`src/assert_macros.svh`:
```
// assertion helpers shared by the rtl
`ifndef ASSERT_MACROS_SVH
`define ASSERT_MACROS_SVH

// property must hold on every edge outside reset
`define APC_ASSERT(lbl, prop, msg) \
  lbl: assert property (@(posedge clk) disable iff (!rst_n) (prop)) else $error(msg);

// consequent must hold in the cycle after the antecedent
`define APC_ASSERT_NEXT(lbl, ante, cons, msg) \
  lbl: assert property (@(posedge clk) disable iff (!rst_n) (ante) |=> (cons)) else $error(msg);

`endif

```
`src/apc_pkg.sv`:
```
`default_nettype none
package apc_pkg;

  localparam int NUMBER_WIDTH = 31;
  localparam int SUM_WIDTH    = 34;
  // proper divisor sum stays below 8 times the number
  localparam int ACC_WIDTH    = (NUMBER_WIDTH + 3 > SUM_WIDTH) ? NUMBER_WIDTH + 3 : SUM_WIDTH;
  localparam int CNT_WIDTH    = $clog2(NUMBER_WIDTH);

  typedef struct packed {
    logic [NUMBER_WIDTH-1:0] first_number;
    logic [NUMBER_WIDTH-1:0] second_number;
  } apc_in_t;

  typedef struct packed {
    logic                 pair_is_amicable;
    logic [SUM_WIDTH-1:0] first_divisor_sum;
    logic [SUM_WIDTH-1:0] second_divisor_sum;
  } apc_out_t;

  typedef struct packed {
    logic                    done;
    logic [NUMBER_WIDTH-1:0] quo;
    logic [NUMBER_WIDTH-1:0] rem;
  } apc_div_res_t;

  typedef struct packed {
    logic                 done;
    logic [ACC_WIDTH-1:0] sum;
  } apc_dsum_res_t;

endpackage
`default_nettype wire

```
`src/apc_div.sv`:
```
`default_nettype none
module apc_div (
  input  wire logic                             clk,
  input  wire logic                             rst_n,
  input  wire logic                             start,
  input  wire logic [apc_pkg::NUMBER_WIDTH-1:0] dividend,
  input  wire logic [apc_pkg::NUMBER_WIDTH-1:0] divisor,
  output apc_pkg::apc_div_res_t                 res
);

  localparam int W  = apc_pkg::NUMBER_WIDTH;
  localparam int CW = apc_pkg::CNT_WIDTH;

  logic          busy_r, busy_nxt;
  logic          done_r, done_nxt;
  logic [CW-1:0] cnt_r, cnt_nxt;
  logic [W-1:0]  rem_r, rem_nxt;
  logic [W-1:0]  quo_r, quo_nxt;
  logic [W-1:0]  dvs_r, dvs_nxt;
  logic [W:0]    shifted;
  logic [W:0]    diff;
  logic          ge;

  // one restoring step per cycle, quotient bits shift in behind the dividend
  assign shifted = {rem_r, quo_r[W-1]};
  assign diff    = shifted - {1'b0, dvs_r};
  assign ge      = ~diff[W];

  always_comb begin
    busy_nxt = busy_r;
    done_nxt = 1'b0;
    cnt_nxt  = cnt_r;
    rem_nxt  = rem_r;
    quo_nxt  = quo_r;
    dvs_nxt  = dvs_r;
    if (start && !busy_r) begin
      busy_nxt = 1'b1;
      cnt_nxt  = CW'(W - 1);
      rem_nxt  = '0;
      quo_nxt  = dividend;
      dvs_nxt  = divisor;
    end else if (busy_r) begin
      rem_nxt = ge ? diff[W-1:0] : shifted[W-1:0];
      quo_nxt = {quo_r[W-2:0], ge};
      cnt_nxt = cnt_r - 1'b1;
      if (cnt_r == '0) begin
        busy_nxt = 1'b0;
        done_nxt = 1'b1;
      end
    end
  end

  always_ff @(posedge clk) begin
    if (!rst_n) begin
      busy_r <= 1'b0;
      done_r <= 1'b0;
    end else begin
      busy_r <= busy_nxt;
      done_r <= done_nxt;
    end
  end

  always_ff @(posedge clk) begin
    cnt_r <= cnt_nxt;
    rem_r <= rem_nxt;
    quo_r <= quo_nxt;
    dvs_r <= dvs_nxt;
  end

  assign res.done = done_r;
  assign res.quo  = quo_r;
  assign res.rem  = rem_r;

endmodule
`default_nettype wire

```
`src/apc_dsum.sv`:
```
`default_nettype none
module apc_dsum (
  input  wire logic                             clk,
  input  wire logic                             rst_n,
  input  wire logic                             start,
  input  wire logic [apc_pkg::NUMBER_WIDTH-1:0] number,
  output apc_pkg::apc_dsum_res_t                res
);

  localparam int W  = apc_pkg::NUMBER_WIDTH;
  localparam int AW = apc_pkg::ACC_WIDTH;

  localparam logic [1:0] S_IDLE = 2'd0;
  localparam logic [1:0] S_DIV  = 2'd1;
  localparam logic [1:0] S_FIN  = 2'd2;

  logic [1:0]    st_r, st_nxt;
  logic [W-1:0]  n_r, n_nxt;
  logic [W-1:0]  d_r, d_nxt;
  logic [AW-1:0] acc_r, acc_nxt;
  logic          div_start;
  logic [W-1:0]  div_n;
  logic [W-1:0]  div_d;
  logic [W-1:0]  q_add;
  apc_pkg::apc_div_res_t div_res;

  apc_div u_div (
    .clk      (clk),
    .rst_n    (rst_n),
    .start    (div_start),
    .dividend (div_n),
    .divisor  (div_d),
    .res      (div_res)
  );

  // square root divisor counts once
  assign q_add = (div_res.quo != d_r) ? div_res.quo : '0;

  always_comb begin
    st_nxt    = st_r;
    n_nxt     = n_r;
    d_nxt     = d_r;
    acc_nxt   = acc_r;
    div_start = 1'b0;
    div_n     = n_r;
    div_d     = d_r;
    case (st_r)
      S_IDLE, S_FIN: begin
        if (st_r == S_FIN) st_nxt = S_IDLE;
        if (start) begin
          n_nxt = number;
          if (number < W'(2)) begin
            acc_nxt = '0;
            st_nxt  = S_FIN;
          end else begin
            acc_nxt   = AW'(1);
            d_nxt     = W'(2);
            div_start = 1'b1;
            div_n     = number;
            div_d     = W'(2);
            st_nxt    = S_DIV;
          end
        end
      end
      S_DIV: begin
        if (div_res.done) begin
          if (d_r > div_res.quo) begin
            st_nxt = S_FIN;
          end else begin
            if (div_res.rem == '0) acc_nxt = acc_r + AW'(d_r) + AW'(q_add);
            d_nxt     = d_r + 1'b1;
            div_start = 1'b1;
            div_d     = d_r + 1'b1;
          end
        end
      end
      default: st_nxt = S_IDLE;
    endcase
  end

  always_ff @(posedge clk) begin
    if (!rst_n) begin
      st_r <= S_IDLE;
    end else begin
      st_r <= st_nxt;
    end
  end

  always_ff @(posedge clk) begin
    n_r   <= n_nxt;
    d_r   <= d_nxt;
    acc_r <= acc_nxt;
  end

  assign res.done = (st_r == S_FIN);
  assign res.sum  = acc_r;

endmodule
`default_nettype wire

```
`src/amicable_pair_check.sv`:
```
// Amicable pair check: takes two numbers on the in_ channel and returns, on the
// out_ channel, the sum of proper divisors of each and a flag that is set when
// each sum equals the other number. The numbers are handled one after the other
// by trial division with a single shared restoring divider that loads its
// operands and then produces one quotient bit per cycle, so each candidate
// divisor costs one division; candidates run from 2 up to the square root of
// the number, and a number below 2 gets a sum of 0 without any division. The
// result beat appears in the same cycle that the input is released. The input
// is stalled for the whole computation. A finished result sits in the output
// register until taken and the next beat may be accepted meanwhile; if that one
// finishes while the earlier result is still held, it waits in the divisor-sum
// unit and the input stays stalled until the output register frees.
`default_nettype none
`include "assert_macros.svh"
module amicable_pair_check (
  input  wire logic       clk,
  input  wire logic       rst_n,
  input  wire logic       in_valid,
  output logic            in_stall,
  input  wire apc_pkg::apc_in_t in_data,
  output logic            out_valid,
  input  wire logic       out_stall,
  output apc_pkg::apc_out_t out_data
);

  localparam int W  = apc_pkg::NUMBER_WIDTH;
  localparam int AW = apc_pkg::ACC_WIDTH;
  localparam int SW = apc_pkg::SUM_WIDTH;

  localparam logic [1:0] ST_IDLE  = 2'd0;
  localparam logic [1:0] ST_RUN_A = 2'd1;
  localparam logic [1:0] ST_RUN_B = 2'd2;
  localparam logic [1:0] ST_WAIT  = 2'd3;

  logic [1:0]        st_r, st_nxt;
  apc_pkg::apc_in_t  in_q_r, in_q_nxt;
  logic [AW-1:0]     sa_r, sa_nxt;
  apc_pkg::apc_out_t out_r, out_nxt;
  logic              out_valid_r, out_valid_nxt;
  logic              in_accept;
  logic              out_free;
  logic              res_write;
  logic              ds_start;
  logic [W-1:0]      ds_n;
  apc_pkg::apc_dsum_res_t ds_res;

  assign in_stall  = (st_r != ST_IDLE);
  assign in_accept = in_valid && !in_stall;
  assign out_free  = !(out_valid_r && out_stall);
  // second sum stays in the divisor-sum unit while a held result blocks the register
  assign res_write = out_free && (((st_r == ST_RUN_B) && ds_res.done) || (st_r == ST_WAIT));

  assign ds_start = in_accept || ((st_r == ST_RUN_A) && ds_res.done);
  assign ds_n     = in_accept ? in_data.first_number : in_q_r.second_number;

  apc_dsum u_dsum (
    .clk    (clk),
    .rst_n  (rst_n),
    .start  (ds_start),
    .number (ds_n),
    .res    (ds_res)
  );

  always_comb begin
    st_nxt        = st_r;
    in_q_nxt      = in_q_r;
    sa_nxt        = sa_r;
    out_nxt       = out_r;
    out_valid_nxt = out_valid_r && out_stall;
    case (st_r)
      ST_IDLE: begin
        if (in_accept) begin
          in_q_nxt = in_data;
          st_nxt   = ST_RUN_A;
        end
      end
      ST_RUN_A: begin
        if (ds_res.done) begin
          sa_nxt = ds_res.sum;
          st_nxt = ST_RUN_B;
        end
      end
      ST_RUN_B: begin
        if (ds_res.done) st_nxt = out_free ? ST_IDLE : ST_WAIT;
      end
      ST_WAIT: begin
        if (out_free) st_nxt = ST_IDLE;
      end
      default: st_nxt = ST_IDLE;
    endcase
    if (res_write) begin
      // flag compares the full sums, before they are cut to the beat width
      out_nxt.pair_is_amicable   = (sa_r == AW'(in_q_r.second_number)) &&
                                   (ds_res.sum == AW'(in_q_r.first_number));
      out_nxt.first_divisor_sum  = sa_r[SW-1:0];
      out_nxt.second_divisor_sum = ds_res.sum[SW-1:0];
      out_valid_nxt              = 1'b1;
    end
  end

  always_ff @(posedge clk) begin
    if (!rst_n) begin
      st_r        <= ST_IDLE;
      out_valid_r <= 1'b0;
    end else begin
      st_r        <= st_nxt;
      out_valid_r <= out_valid_nxt;
    end
  end

  always_ff @(posedge clk) begin
    in_q_r <= in_q_nxt;
    sa_r   <= sa_nxt;
    out_r  <= out_nxt;
  end

  assign out_valid = out_valid_r;
  assign out_data  = out_r;

  `APC_ASSERT_NEXT(a_out_held, out_valid_r && out_stall, out_valid_r && $stable(out_r), "stalled result beat changed")
  `APC_ASSERT(a_no_done_when_idle, (st_r != ST_IDLE) || !ds_res.done, "divisor sum finished while idle")
  `APC_ASSERT_NEXT(a_accept_starts, in_accept, st_r == ST_RUN_A, "accepted beat did not start work")
  `APC_ASSERT_NEXT(a_finish_shows, (st_r == ST_RUN_B) && ds_res.done, out_valid_r, "finished result not shown")

endmodule
`default_nettype wire

```
`config.mk`:
```
export PLATFORM = sky130hd
export DESIGN_NAME = amicable_pair_check
export DESIGN_NICKNAME = d
export VERILOG_FILES = /design/src/apc_pkg.sv /design/src/apc_div.sv /design/src/apc_dsum.sv /design/src/amicable_pair_check.sv
export VERILOG_INCLUDE_DIRS = /design/src /design/src/src
export SDC_FILE = /design/constraint.sdc
export NUM_CORES = 1
export LEC_CHECK = 0
export BUFFER_PORTS_ARGS = -buffer_cell sky130_fd_sc_hd__buf_2
export CORE_ASPECT_RATIO = 1.75
export CORE_UTILIZATION = 45
export DETAILED_ROUTE_END_ITERATION = 8
export HOLD_SLACK_MARGIN = 0.12
export PLACE_DENSITY = 0.61
export SYNTH_ARGS = -nofsm -noshare
export SYNTH_HDL_FRONTEND = slang
export SYNTH_SLANG_ARGS = --single-unit
```
`constraint.sdc`:
```
create_clock -name clk -period 15.1 [get_ports clk]
set_input_delay 3.02 -clock clk [delete_from_list [all_inputs] [get_ports clk]]
set_output_delay 3.02 -clock clk [all_outputs]
set_load 0.1 [all_outputs]
```
; After elaboration in Yosys (flattened, before gate mapping)
; Cells that the tools add are included.
; Widths: inputs -> output; s select.
[word_totals]
out_inout_bits = 71
ff_bits = 366
wordCells = 114
inputBits = 66
[op_classes]
eq_ne = 18
bitwise = 3
n_reduce_logical = 27
mux = 41
addsub = 5
magnitude_cmp = 2
[ops]
columns = cell, count
row1 = $mux 31, 12
row2 = $mux 34, 4
row3 = $add 34x31->34, 2
row4 = $eq 34x31->1, 2
row5 = $pmux 34 s2, 1
row6 = $pmux 31 s2, 1
row7 = $sub 32x31->32, 1
row8 = $add 31x1->31 const B, 1
row9 = $gt 31x31->1, 1
row10 = $logic_not 31->1, 1
row11 = $lt 31x2->1 const B, 1
row12 = $ne 31x31->1, 1
row13 = $mux 2, 10
row14 = $ne 2x2->1 const B, 7
row15 = $mux 1, 10
row16 = $pmux 2 s4, 1
row17 = $logic_and 1x1->1, 7
row18 = $eq 2x2->1 const B, 3
row19 = $reduce_and 2->1, 3
row20 = $reduce_bool 2->1, 3
row21 = $logic_not 5->1, 1
row22 = $reduce_and 5->1, 1
row23 = $sub 5x1->5 const B, 1
row24 = $eq 2x1->1 const B, 2
row25 = 12 further kinds, 19

; Longest topological paths before layout
; Gate-level depths: netlist (run 1).
[logic_depth]
ltp_word = 10
mapped_depth = 21
depth_no_buf = 21

; By module
; Synthesis (run 1) repeated with hierarchy kept, for this count alone.
[hier_totals]
hier_cells = 1646
area_unflattened_um2 = 19428.6
[by_module_without_submodules]
columns = module, seq_area_each_um2, cells_each, n_inst, area_each_um2
row1 = apc_dsum, 2612.5, 816, 1, 7744.9
row2 = amicable_pair_check, 5014.8, 312, 1, 6200.9
row3 = apc_div, 2622.5, 518, 1, 5482.8

; Worst setup path after synthesis (run 1)
; No wires, ideal clock.
[synth_path]
path_type = input port to flip-flop
from = in in_valid
to = reg u_dsum.u_div.dvs_r[0] (enable)
slack_ns = 7.884
n_path_buf = 4
setup_time_ns = 0.374
arrival_time_ns = 6.842
required_time_ns = 14.726
stages = 13
cell_sequence = or3b_1 buf_6 inv_1 clkbuf_1 nand2_1 nand2_1 nor4_1 nand4_1 and2_1 buf_6 o21ai_4 buf_4 inv_2
[synth_between]
elab_chain_len = 7
word_cells_on_any_way = 8
classes_between = order compare: 1 / mux: 4 / reduce/logical: 3
[synth_lines]
columns = element, line
row1 = start: declaration, amicable_pair_check.sv:18  ; input wire logic in_valid,
row2 = $logic_and 1x1->1, amicable_pair_check.sv:48  ; assign in_accept = in_valid && !in_stall;
row3 = $mux 31, amicable_pair_check.sv:54  ; assign ds_n = in_accept ? in_data.first_number : in_q_r.second_number;
row4 = named net ds_n[8], amicable_pair_check.sv:44  ; logic [W-1:0] ds_n;
row5 = $lt 31x2->1, apc_dsum.sv:52  ; if (number < W'(2)) begin
row6 = $mux 1, apc_dsum.sv:52
row7 = $mux 1, apc_dsum.sv:50  ; if (start) begin
row8 = $pmux 1 s2, apc_dsum.sv:47  ; case (st_r)
row9 = $logic_and 1x1->1, apc_div.sv:36  ; if (start && !busy_r) begin
row10 = end signal: assignment, apc_div.sv:67  ; dvs_r <= dvs_nxt;
row11 = end: declaration, apc_div.sv:19  ; logic [W-1:0] dvs_r, dvs_nxt;
; The timed path passes the listed nets, and every way through them passes these cells.
; A chain may end at the register's enable or synchronous reset.

; Final worst setup path (run 1)
[layout_path]
from = in in_valid
to = reg u_dsum.u_div.quo_r[2] (data pin)
[layout_between]
elab_chain_len = 8
word_cells_on_any_way = 12
classes_between = order compare: 1 / mux: 8 / reduce/logical: 3
[layout_lines]
columns = element, line
row1 = $logic_and 1x1->1 (*), amicable_pair_check.sv:48
row2 = $mux 31, amicable_pair_check.sv:54
row3 = $lt 31x2->1, apc_dsum.sv:52
row4 = $mux 1, apc_dsum.sv:52
row5 = $mux 1, apc_dsum.sv:50
row6 = $pmux 1 s2, apc_dsum.sv:47
row7 = $logic_and 1x1->1, apc_div.sv:36
row8 = $mux 31 (*), apc_div.sv:36
row9 = named net u_dsum.u_div.quo_nxt[2], apc_div.sv:18  ; logic [W-1:0] quo_r, quo_nxt;
row10 = end signal: assignment, apc_div.sv:66  ; quo_r <= quo_nxt;
row11 = end: declaration, apc_div.sv:18
; Mark *: on every way through the listed nets, which the timed path passes. The rest lies on a longest branch.

==> results of run 1 <==
-- metrics by stage --
| step | utilization | cells | hold WS (ns) |
|---|---|---|---|
| finish | 0.515 | 2404 | 0.458 |
| floorplan | - | 1682 | 0.426 |
| detailed placement | 0.487 | 2340 | 0.439 |
| global route | 0.515 | 2402 | 0.473 |
| global placement | 0.487 | 2340 | 0.429 |
| CTS | 0.515 | 2402 | 0.461 |
-- cells by family after synthesis --
kind of cell	Yosys count	share of synthesized area
DFF	366	0.540
AOI/OAI and AO/OA	398	0.136
xor gates and xnor gates	91	0.0420
buffers and inverters	210	0.0462
and+or+nand+nor	431	0.107
adders and majority gates	128	0.0975
muxes	58	0.0306
-- registers in the layout, indices dropped and copies added (netlist names) --
name and count:
u_dsum.n_r 31, st_r 2, out_data 69, u_dsum.u_div.busy_r 1, sa_r 34, u_dsum.acc_r 34
u_dsum.u_div.quo_r 31, out_valid 1, in_q_r 62, u_dsum.u_div.dvs_r 31, u_dsum.u_div.cnt_r 5, u_dsum.u_div.done_r 1
u_dsum.d_r 31, u_dsum.u_div.rem_r 31, u_dsum.st_r 2
-- metal layers --
metal	routed length [um]	track usage	share of wire
met5	0	0	0
met4	4000	0.175	0.072
met3	1920	0.0266	0.035
met2	30400	0.498	0.55
met1	18900	0.261	0.34
-- power by group through the flow --
stage / clock, mW / sequential [mW] / combinational [mW]
after global placement: 0 / 1.47 / 1.31
after detailed placement: 0 / 1.47 / 1.33
final: 0.909 / 1.45 / 1.34
after floorplan: 0 / 1.39 / 0.979
after global routing: 0.956 / 1.46 / 1.48
after CTS: 0.922 / 1.45 / 1.34
-- cell type report --
cell class	count	area (um^2)	share of cell area
multi-input cells	1106	7910	0.369
flip-flops and latches	366	10200	0.478
well taps	555	694	0.0324
clock buffers	41	962	0.0449
diodes	2	5.00	0.000234
clock inverters	21	205	0.00957
repair buffers	153	808	0.0377
inverters	160	602	0.0281
-- worst max path at each step --
stage | end | cells past startpoint
floorplan | u_dsum.u_div.dvs_r[0] | 13
global placement | u_dsum.u_div.quo_r[2] | 12
detailed placement | u_dsum.u_div.quo_r[2] | 12
global route | u_dsum.u_div.quo_r[25] | 12
CTS | u_dsum.u_div.quo_r[2] | 12
finish | u_dsum.u_div.quo_r[2] | 12
-- layout by cell type (no fill, tap or decap), drive strengths merged, types with 47 or more instances in the layout --
cell    count
a21oi     101
edfxtp    292
o21ai      97
inv       161
dfxtp      74
xor2       47
buf       153
mux2i      58
nand2     159
ha         95
nor2       90
==> metrics.md, run 1 <==
| Metric | Value |
|---|---|
| Seq pwr share | `0.392` |
| Slew @ Worst Pin | `approximately 1.1 ns` |
| Layout fillers | `3783` |
| Switching power total | `1.40 mW` |
| Port Buffers | `~140` |
| Synth Register Bits | `366` |
| Synth Area per Inst | `11.3 um^2` |
| Gpl congestion | `0.918` |
| GRT Overall Usage | `0.261` |
| P_leak | `8.66 nW` |
| Post-synth cell types | `74` |
| Pre-antenna DRT Iters | `8` |
| Hold crit path type | `reg -> reg` |
| Comb power frac | `0.363` |
| Core Box Area | `roughly 42000 um^2` |
| Async set-reset flop share out of synthesis | `0` |
| TritonCTS clock tree | `built` |
| WL per Instance | `22.9 um` |
| Switching Share | `0.377` |
| Cells along the critical path | `buf_2 > or3b_2 > clkinv_2 > nor3_1 > o2111ai_1 > nor4_1 > nand4_1 > and2_1 > o21ai_4 > buf_4 > inv_2 > o21ai_1` |
| Clk_lat worst skew | `0.54 ns` |
| Via count | `around 14k` |
| Period minus WS final | `7.02 ns` |
| Setup Skew | `~0.021 ns` |
| Synth area leaders | `edfxtp_1 46%, dfxtp_1 7.8%, ha_1 6.3%` |
| Post-Syn Instances | `1682` |
| First-pass GRT wire length | `81.2 mm` |
| Initial antenna violation count | `0` |
| # DRC | `0` |
| Hold wc startpoint | `sa_r[16]` |
| Share of cells above drive strength 1 | `0.124` |
| CP Max Fanout | `59` |
| Sequential area share after synthesis | `0.540` |
| Total Power | `roughly 3.7 mW` |
| Total routed wirelength | `55.1 mm` |
| # clock sinks | `366` |
| Most instantiated cells after synthesis | `292 x edfxtp_1, 159 x nand2_1, 158 x inv_1` |
| Final instance area | `21400 um^2` |
| Starting Density | `0.456` |
| Worst path arrival time | `7.39 ns` |
| Largest net degree at the start of global routing | `67` |
| Reg clk slew, reported paths | `about 0.060 ns` |
| Max Root-Sink Buffers | `3` |
| R2R Setup Slk | `just over 9 ns` |
| H-tree depth | `2` |
| Critical path origin | `in_valid` |
| Die height | `about 270 um` |
| Slew Limit Fails | `0` |
| First-iteration detailed-routing DRC count | `820` |
| Internal | `2.30 mW` |
| Count leader, synth | `edfxtp_1` |
| Area delta synth->final | `13.0%` |
| CP bufs+invs | `4` |
| R2R Path End | `u_dsum.acc_r[21]` |
| Setup TNS | `0 ns` |
| Cts repair resizes | `0` |
| Max Clk Rate | `142 MHz` |
| Hold Path Cell Cnt | `0` |
| Peak VDD IR | `0.0936 mV` |
| Die Area | `43000 um^2` |
| RR Startpoint | `u_dsum.u_div.quo_r[20]` |
| Status | `finished clean` |
| Crit path capture type | `flip-flop` |
| IO Pins | `137` |
| CP max-delay cell | `or3b_2` |
| Top FF cell, synth | `edfxtp_1` |
| Post-DP HPWL | `approximately 43 mm` |
| Worst Setup Path Type | `in -> reg` |
| Setup ws final | `approximately 8.1 ns` |
| P per Cell Area | `173 nW/um^2` |
| Mapped Nets | `1876` |
| WP data required | `15.47 ns` |
| Net total in the final layout | `2016` |
| Clock power share | `0.246` |
| Post-Place Worst Slack | `7.51 ns` |
| Yosys warns | `0` |
| R2R depth | `23` |
| EDFF count, synth | `292` |
| Synthesized cell area | `19000 um^2` |
| Grt total ovfl | `0` |
| Placed inst area | `20300 um^2` |
| Vias in the first global route | `13.6k` |
| DR vias/cell | `5.63` |
| Final setup violation count | `0` |
| Top delay family on crit path | `simple AND/OR/NAND/NOR gates` |
| Worst slew margin | `0.292` |
| Row count | `99` |
| Die Width | `157 um` |
| Hold Path End | `out_data[50]` |
| Post-CTS Setup Repair Bufs | `0` |
| Post-route ant nets | `0` |
| Startpoint types | `input pin` |
| Clock buffer count from CTS | `35` |
| Final Hold Vio Count | `0` |
| Max_cap viols | `0` |
| Share of the synthesized area in the top cell type | `0.462` |
| RSZ-0062 raised after global routing | `false` |
| Leading area contributor after synthesis | `edfxtp_1` |
| Critical Path Max Stage Delay | `around 0.82 ns` |
| Final Cycle Share | `0.465` |
| Cts hold-fix bufs | `0` |
| Root buffer cell | `clkbuf_16` |
Note: power is estimated with default switching activity, not from simulation.
==> inputs of run 2 (changes only) <==
- PLACE_DENSITY: 0.61 -> 0.64
- clock period: 15.1 -> 5.7 ns (I/O delays scaled with it)
==> run 2 against run 1 <==
Worst hold slack lost 0.0014 ns. Core utilization grew 0.54 points. Routed wire length shrank 1.6%. Total power grew to 2.7 times the previous value. Register-to-register slack lost 8.8 ns. Combinational power grew to 2.7 times the previous value. Largest cell class unchanged.
==> metrics.md, run 2 (synthesis gave the netlist of run 1 again) <==
| Metric | Value |
|---|---|
| Status | `finished clean` |
| Startpoint types | `flip-flop` |
| Port Buffers | `136 (unchanged)` |
| Crit path capture type | `flip-flop` |
| Worst path arrival time | `5.63 ns (-1.76 ns)` |
| Root buffer cell | `clkbuf_16` |
| Max Clk Rate | `between 150 and 200 MHz` |
| Max Root-Sink Buffers | `3 (unchanged)` |
| Die height | `274 um (unchanged)` |
| IO Pins | `137 (unchanged)` |
| Slew @ Worst Pin | `0.916 ns (-0.146 ns)` |
| Largest net degree at the start of global routing | `62 (-7.5%)` |
| Met1 Usage GRT | `0.255 (-0.00616)` |
| Core Box Area | `41600 um^2 (unchanged)` |
| Initial antenna violation count | `1 (+1)` |
| Gpl congestion | `0.938 (+2.2%)` |
| Final Cycle Share | `0.940` |
| Post-DP HPWL | `42.3 mm (-1.0%)` |
| Setup TNS | `0 ns (unchanged)` |
| DR vias/cell | `5.59 (-0.56%)` |
| Clock buffer count from CTS | `36 (+2.9%)` |
| Worst slew margin | `0.374 (+0.0815)` |
| Max reg flops | `69 (unchanged)` |
| Die Width | `157 um (unchanged)` |
| Net total in the final layout | `2032 (+0.79%)` |
| TritonCTS clock tree | `built` |
| R2R Path End | `u_dsum.acc_r[32]` |
| Ant diodes | `0 (-2)` |
| # clock sinks | `366 (unchanged)` |
| Grt total ovfl | `0 (unchanged)` |
| WL per Instance | `22.4 um (-2.2%)` |
| # DRC | `0 (unchanged)` |
| Total Power | `9.90 mW (+170%)` |
| Worst Setup Path Type | `reg -> reg` |
| RR Startpoint | `u_dsum.u_div.quo_r[22]` |
| RSZ-0062 raised after global routing | `false` |
| R2R Setup Slk | `0.34 ns (-8.85 ns)` |
| Internal | `6.16 mW (+170%)` |
| Cts hold-fix bufs | `0 (unchanged)` |
| Switching Share | `0.377 (about the same)` |
| Peak VDD IR | `0.274 mV (+190%)` |
| Commonest non-fill, non-tap cell in the layout | `edfxtp_1` |
| Final Hold Vio Count | `0 (unchanged)` |
| CP Max Fanout | `12 (-80%)` |
| P_leak | `8.79 nW (+1.4%)` |
| GR Util met3 | `0.0264 (-0.000158)` |
| Period minus WS final | `between 5 and 6 ns` |
| Hold crit path type | `reg -> reg` |
| Row count | `99 (unchanged)` |
| GRT Overall Usage | `0.258 (-0.00301)` |
| Total routed wirelength | `54.3 mm (-1.6%)` |
| First-iteration detailed-routing DRC count | `751 (-8.4%)` |
| Hold wc startpoint | `sa_r[32]` |
| Share of cells above drive strength 1 | `0.136 (+0.0117)` |
| Slew Limit Fails | `0 (unchanged)` |
| WP data required | `5.97 ns (-9.50 ns)` |
| Met2 GRT Util | `0.496 (-0.00186)` |
| Most frequent cells in the layout | `292 x edfxtp_1, 157 x inv_1, 157 x nand2_1` |
| Clk_lat worst skew | `0.55 ns (about the same)` |
| First-pass GRT wire length | `81.6 mm (+0.44%)` |
| Vias in the first global route | `14.3k (+5.2%)` |
| R2R depth | `19 (-17%)` |
| Final setup violation count | `0 (unchanged)` |
| Seq pwr share | `0.385 (-0.007)` |
| Hold Path End | `out_data[66]` |
| Switching power total | `3.73 mW (+170%)` |
| Hold Path Cell Cnt | `0 (unchanged)` |
| Area delta synth->final | `14.2%` |
| Post-route ant nets | `0 (unchanged)` |
| Via count | `13.5k (+0.059%)` |
| Comb power frac | `0.367 (+0.004)` |
| P per Cell Area | `457 nW/um^2 (+160%)` |
| H-tree depth | `2 (unchanged)` |
| Max_cap viols | `0 (unchanged)` |
| Starting Density | `0.456 (unchanged)` |
| Post-CTS Setup Repair Bufs | `0 (unchanged)` |
| Pre-antenna DRT Iters | `4 (-4)` |
| Setup Skew | `0.0191 ns (-0.00159 ns)` |
| GRT busiest layer | `met2` |
| Clock power share | `0.249 (+0.003)` |
| Reg clk slew, reported paths | `0.07 ns (about the same)` |
| Die Area | `43000 um^2 (unchanged)` |
[run 2: how the worst max path moves through the flow]
stage / from / endpoint
6_report: u_dsum.u_div.quo_r[22] / u_dsum.acc_r[32]
3_5_place_dp: u_dsum.u_div.quo_r[22] / u_dsum.acc_r[21]
3_3_place_gp: u_dsum.u_div.quo_r[22] / u_dsum.acc_r[21]
2_1_floorplan: in_valid / u_dsum.u_div.dvs_r[0]
4_1_cts: u_dsum.u_div.quo_r[22] / u_dsum.acc_r[21]
5_1_grt: u_dsum.u_div.quo_r[20] / u_dsum.acc_r[32]
[run 2: cell type report]
type / instances / area, um^2
clock inverters: 21 / 195
flip-flops and latches: 366 / 10200
clock buffers: 43 / 1010
inverters: 160 / 602
multi-input cells: 1106 / 7930
fillers: 3785 / 20000
well taps: 555 / 694
repair buffers: 168 / 972
[run 2: critical path: stages, from the launching register on]
cell       delay, ns
edfxtp_1        0.36
inv_1           0.06
ha_1            0.32
nand4_1         0.25
or2_2           0.42
nor3_4          0.29
buf_6           0.21
a21oi_1         0.10
fa_1            0.45
ha_1            0.38
a2111oi_0       0.38
o21a_1          0.21
o31ai_1         0.10
buf_4           0.17
o211ai_1        0.26
a31oi_1         0.24
a211o_1         0.34
o311a_1         0.31
nor3_1          0.15
nor3_1          0.07
[run 2: timing repair]
action                                  4_1_cts  5_1_grt
gates resized for setup                       1       10
endpoints found under the setup margin        1        5
cloned                                        0        1
endpoints found under the hold margin         0        0
[run 2: power groups by stage]
stage               Combinational, mW  Sequential, mW  Clock, mW
floorplan                        2.59            3.69          0
global placement                 3.55            3.86          0
detailed placement               3.58            3.86          0
CTS                              3.61            3.81       2.51
global route                     4.01            3.84       2.59
finish                           3.63            3.81       2.46
[run 2: stage by stage]
step | cells | area, um^2 | hold WS (ns) | utilization | worst slack, ns
after floorplan | 1682 | 19000 | 0.426 | - | 0.364
after global placement | 2354 | 20400 | 0.433 | 0.491 | 0.178
after detailed placement | 2354 | 20400 | 0.441 | 0.491 | 0.0114
after CTS | 2418 | 21600 | 0.458 | 0.519 | 0.107
after global routing | 2419 | 21700 | 0.470 | 0.520 | 0.0443
final | 2419 | 21700 | 0.456 | 0.520 | 0.340
[run 2: layer usage]
metal  routed length, um  up-vias
met5                   0        -
met4                3850        0
met3                1680      153
met2               30000      354
met1               18800     6565
li1                    -     6461
==> inputs of run 3 (changes only) <==
- CORE_UTILIZATION: 45 -> 55
- PLACE_DENSITY: 0.64 -> 0.76
==> run 3 against run 2 <==
Cell count is 4.1% lower. Core utilization is 11 points higher. Clock skew is 0.0098 ns higher. Routed wire length is 4.8% lower. Critical endpoint is now u_dsum.acc_r[33].
==> metrics.md, run 3 (synthesis gave the netlist of run 1 again) <==
| Metric | Value |
|---|---|
| DR vias/cell | `5.89 (+5.2%)` |
| Register area | `10200 um^2 (unchanged)` |
| WL per Instance | `22.3 um (-0.76%)` |
| Final Cycle Share | `0.965 (+0.0243)` |
| Row count | `89 (-10%)` |
| WP data required | `5.99 ns (+0.02 ns)` |
| # clock sinks | `366 (unchanged)` |
| Setup Skew | `0.0289 ns (+0.00978 ns)` |
| Max Root-Sink Buffers | `3 (unchanged)` |
| Reg clk slew, reported paths | `0.07 ns (about the same)` |
| Gpl congestion | `0.947 (+0.98%)` |
| Hold crit path type | `reg -> reg` |
| Post-CTS Setup Repair Bufs | `0 (unchanged)` |
| First-iteration detailed-routing DRC count | `807 (+7.5%)` |
| Crit path capture type | `flip-flop` |
| Worst slew margin | `0.362 (-0.0120)` |
| Die Area | `35300 um^2 (-18%)` |
| Internal | `6.02 mW (-2.4%)` |
| RSZ-0062 raised after global routing | `false` |
| Area delta synth->final | `12.9%` |
| GRT Overall Usage | `0.301 (+0.0431)` |
| Via count | `13.7k (+0.91%)` |
| Hold Path Cell Cnt | `0 (unchanged)` |
| # DRC | `0 (unchanged)` |
| Clock power share | `0.237 (-0.012)` |
| Root buffer cell | `clkbuf_16` |
| Status | `finished clean` |
| Port Buffers | `136 (unchanged)` |
| Max reg flops | `69 (unchanged)` |
| Layout fillers | `2693 (-29%)` |
| Slew @ Worst Pin | `0.933 ns (+0.0175 ns)` |
| Seq pwr share | `0.393 (+0.008)` |
| Area of the multi-input gates | `7920 um^2 (-0.16%)` |
| Max Clk Rate | `182 MHz (-2.5%)` |
| Startpoint types | `flip-flop` |
| Worst Setup Path Type | `reg -> reg` |
| Worst hold margin | `0.452 ns (-0.00458 ns)` |
| Pre-antenna DRT Iters | `5 (+1)` |
| Switching Share | `0.375 (-0.00191)` |
| Die height | `248 um (-9.5%)` |
| Setup TNS | `0 ns (unchanged)` |
| Post-DP HPWL | `39.5 mm (-6.7%)` |
| First-pass GRT wire length | `78.2 mm (-4.1%)` |
| Final instance area | `21400 um^2 (-1.1%)` |
| Die Width | `142 um (-9.4%)` |
| Slew Limit Fails | `0 (unchanged)` |
| Period minus WS final | `5.50 ns (+0.138 ns)` |
| Worst path arrival time | `5.79 ns (+0.16 ns)` |
| Clk_lat worst skew | `0.54 ns (about the same)` |
| Final Hold Vio Count | `0 (unchanged)` |
| Comb power frac | `0.370 (+0.003)` |
| P_leak | `8.74 nW (-0.52%)` |
| Peak VDD IR | `0.335 mV (+22%)` |
| Net total in the final layout | `2032 (unchanged)` |
| H-tree depth | `2 (unchanged)` |
| CP Max Fanout | `17 (+5)` |
| Final setup violation count | `0 (unchanged)` |
| Vias in the first global route | `13.9k (-3.0%)` |
| Switching power total | `3.61 mW (-3.2%)` |
| Most frequent cells in the layout | `292 x edfxtp_1, 158 x nand2_1, 157 x inv_1` |
| Max_cap viols | `0 (unchanged)` |
| R2R depth | `19 (unchanged)` |
| Grt total ovfl | `0 (unchanged)` |
| Largest net degree at the start of global routing | `67 (+8.1%)` |
| Core Box Area | `33900 um^2 (-19%)` |
| Initial antenna violation count | `1 (unchanged)` |
| Share of cells above drive strength 1 | `0.133 (-0.00322)` |
| Clock buffer count from CTS | `34 (-5.6%)` |
| Starting Density | `0.560 (+0.105)` |
| Commonest non-fill, non-tap cell in the layout | `edfxtp_1` |
| Total routed wirelength | `51.6 mm (-4.8%)` |
| Post-route ant nets | `0 (unchanged)` |
| Placed inst area | `20300 um^2 (-0.57%)` |
| TritonCTS clock tree | `built` |
| IO Pins | `137 (unchanged)` |
| P per Cell Area | `450 nW/um^2 (-1.6%)` |
==> run 3: changes by cell type in the layout (fill, tap and decap cells not counted), moves of 2 or more <==
cell / before / now
a211oi_1: 6 / 8
a211oi_2: 2 / 0
buf_4: 26 / 31
clkbuf_1: 2 / 5
clkbuf_16: 39 / 35
clkinv_2: 4 / 7
clkinv_8: 0 / 2
clkinvlp_4: 4 / 0
inv_4: 0 / 3
inv_6: 5 / 0
==> run 3: area by class of cell <==
| class | count | area share |
|---|---|---|
| clock buffers | 41 | 0.0424 |
| flip-flops and latches | 366 | 0.479 |
| clock inverters | 21 | 0.00888 |
| multi-input cells | 1106 | 0.370 |
| diodes | 1 | 0.000117 |
| well taps | 455 | 0.0266 |
| inverters | 160 | 0.0280 |
| repair buffers | 170 | 0.0455 |
==> run 3: layer usage <==
metal | up-vias | track usage | part of all wire
li1 | 6458 | - | -
met5 | - | 0 | 0
met1 | 6593 | 0.321 | 0.36
met4 | 0 | 0.221 | 0.078
met2 | 453 | 0.547 | 0.53
met3 | 152 | 0.0316 | 0.040
==> run 3: final timing paths <==
kind | from | slack [ns] | end
min | sa_r[24] | 0.45 | out_data[58]
min reg2reg | sa_r[24] | 0.45 | out_data[58]
max | u_dsum.u_div.quo_r[20] | 0.20 | u_dsum.acc_r[33]
max reg2reg | u_dsum.u_div.quo_r[20] | 0.20 | u_dsum.acc_r[33]
==> run 3: stage by stage <==
step	total power [mW]	worst slack, ns	std cells	utilization
2_1_floorplan	6.28	0.364	1682	-
3_3_place_gp	7.28	0.231	2257	0.600
3_5_place_dp	7.34	0.0583	2257	0.600
4_1_cts	9.63	0.0171	2319	0.632
5_1_grt	10.2	0.00202	2320	0.633
6_report	9.63	0.202	2320	0.633
==> run 3: critical path, cell delays in order, from the launching register on <==
cell       delay (ns)
edfxtp_1         0.37
inv_1            0.07
ha_1             0.30
nand4_1          0.24
or2_2            0.39
nor3_2           0.20
buf_4            0.18
buf_4            0.23
a21oi_1          0.15
fa_1             0.47
ha_1             0.39
a2111oi_0        0.40
o21ai_0          0.19
a41o_1           0.31
o211ai_1         0.25
a41oi_1          0.24
o41a_1           0.39
a41o_1           0.26
xnor2_1          0.15
nor2_1           0.05
==> run 3: timing repair <==
action	CTS	global route
gates resized for setup	0	5
endpoints found under the setup margin	0	6
hold buffers	0	0
==> run 3: power groups by stage <==
stage | clock network (mW) | registers (mW) | logic (mW)
final | 2.28 | 3.79 | 3.56
after global routing | 2.39 | 3.82 | 3.94
after CTS | 2.30 | 3.78 | 3.54
after detailed placement | 0 | 3.84 | 3.50
after global placement | 0 | 3.83 | 3.45
after floorplan | 0 | 3.69 | 2.59
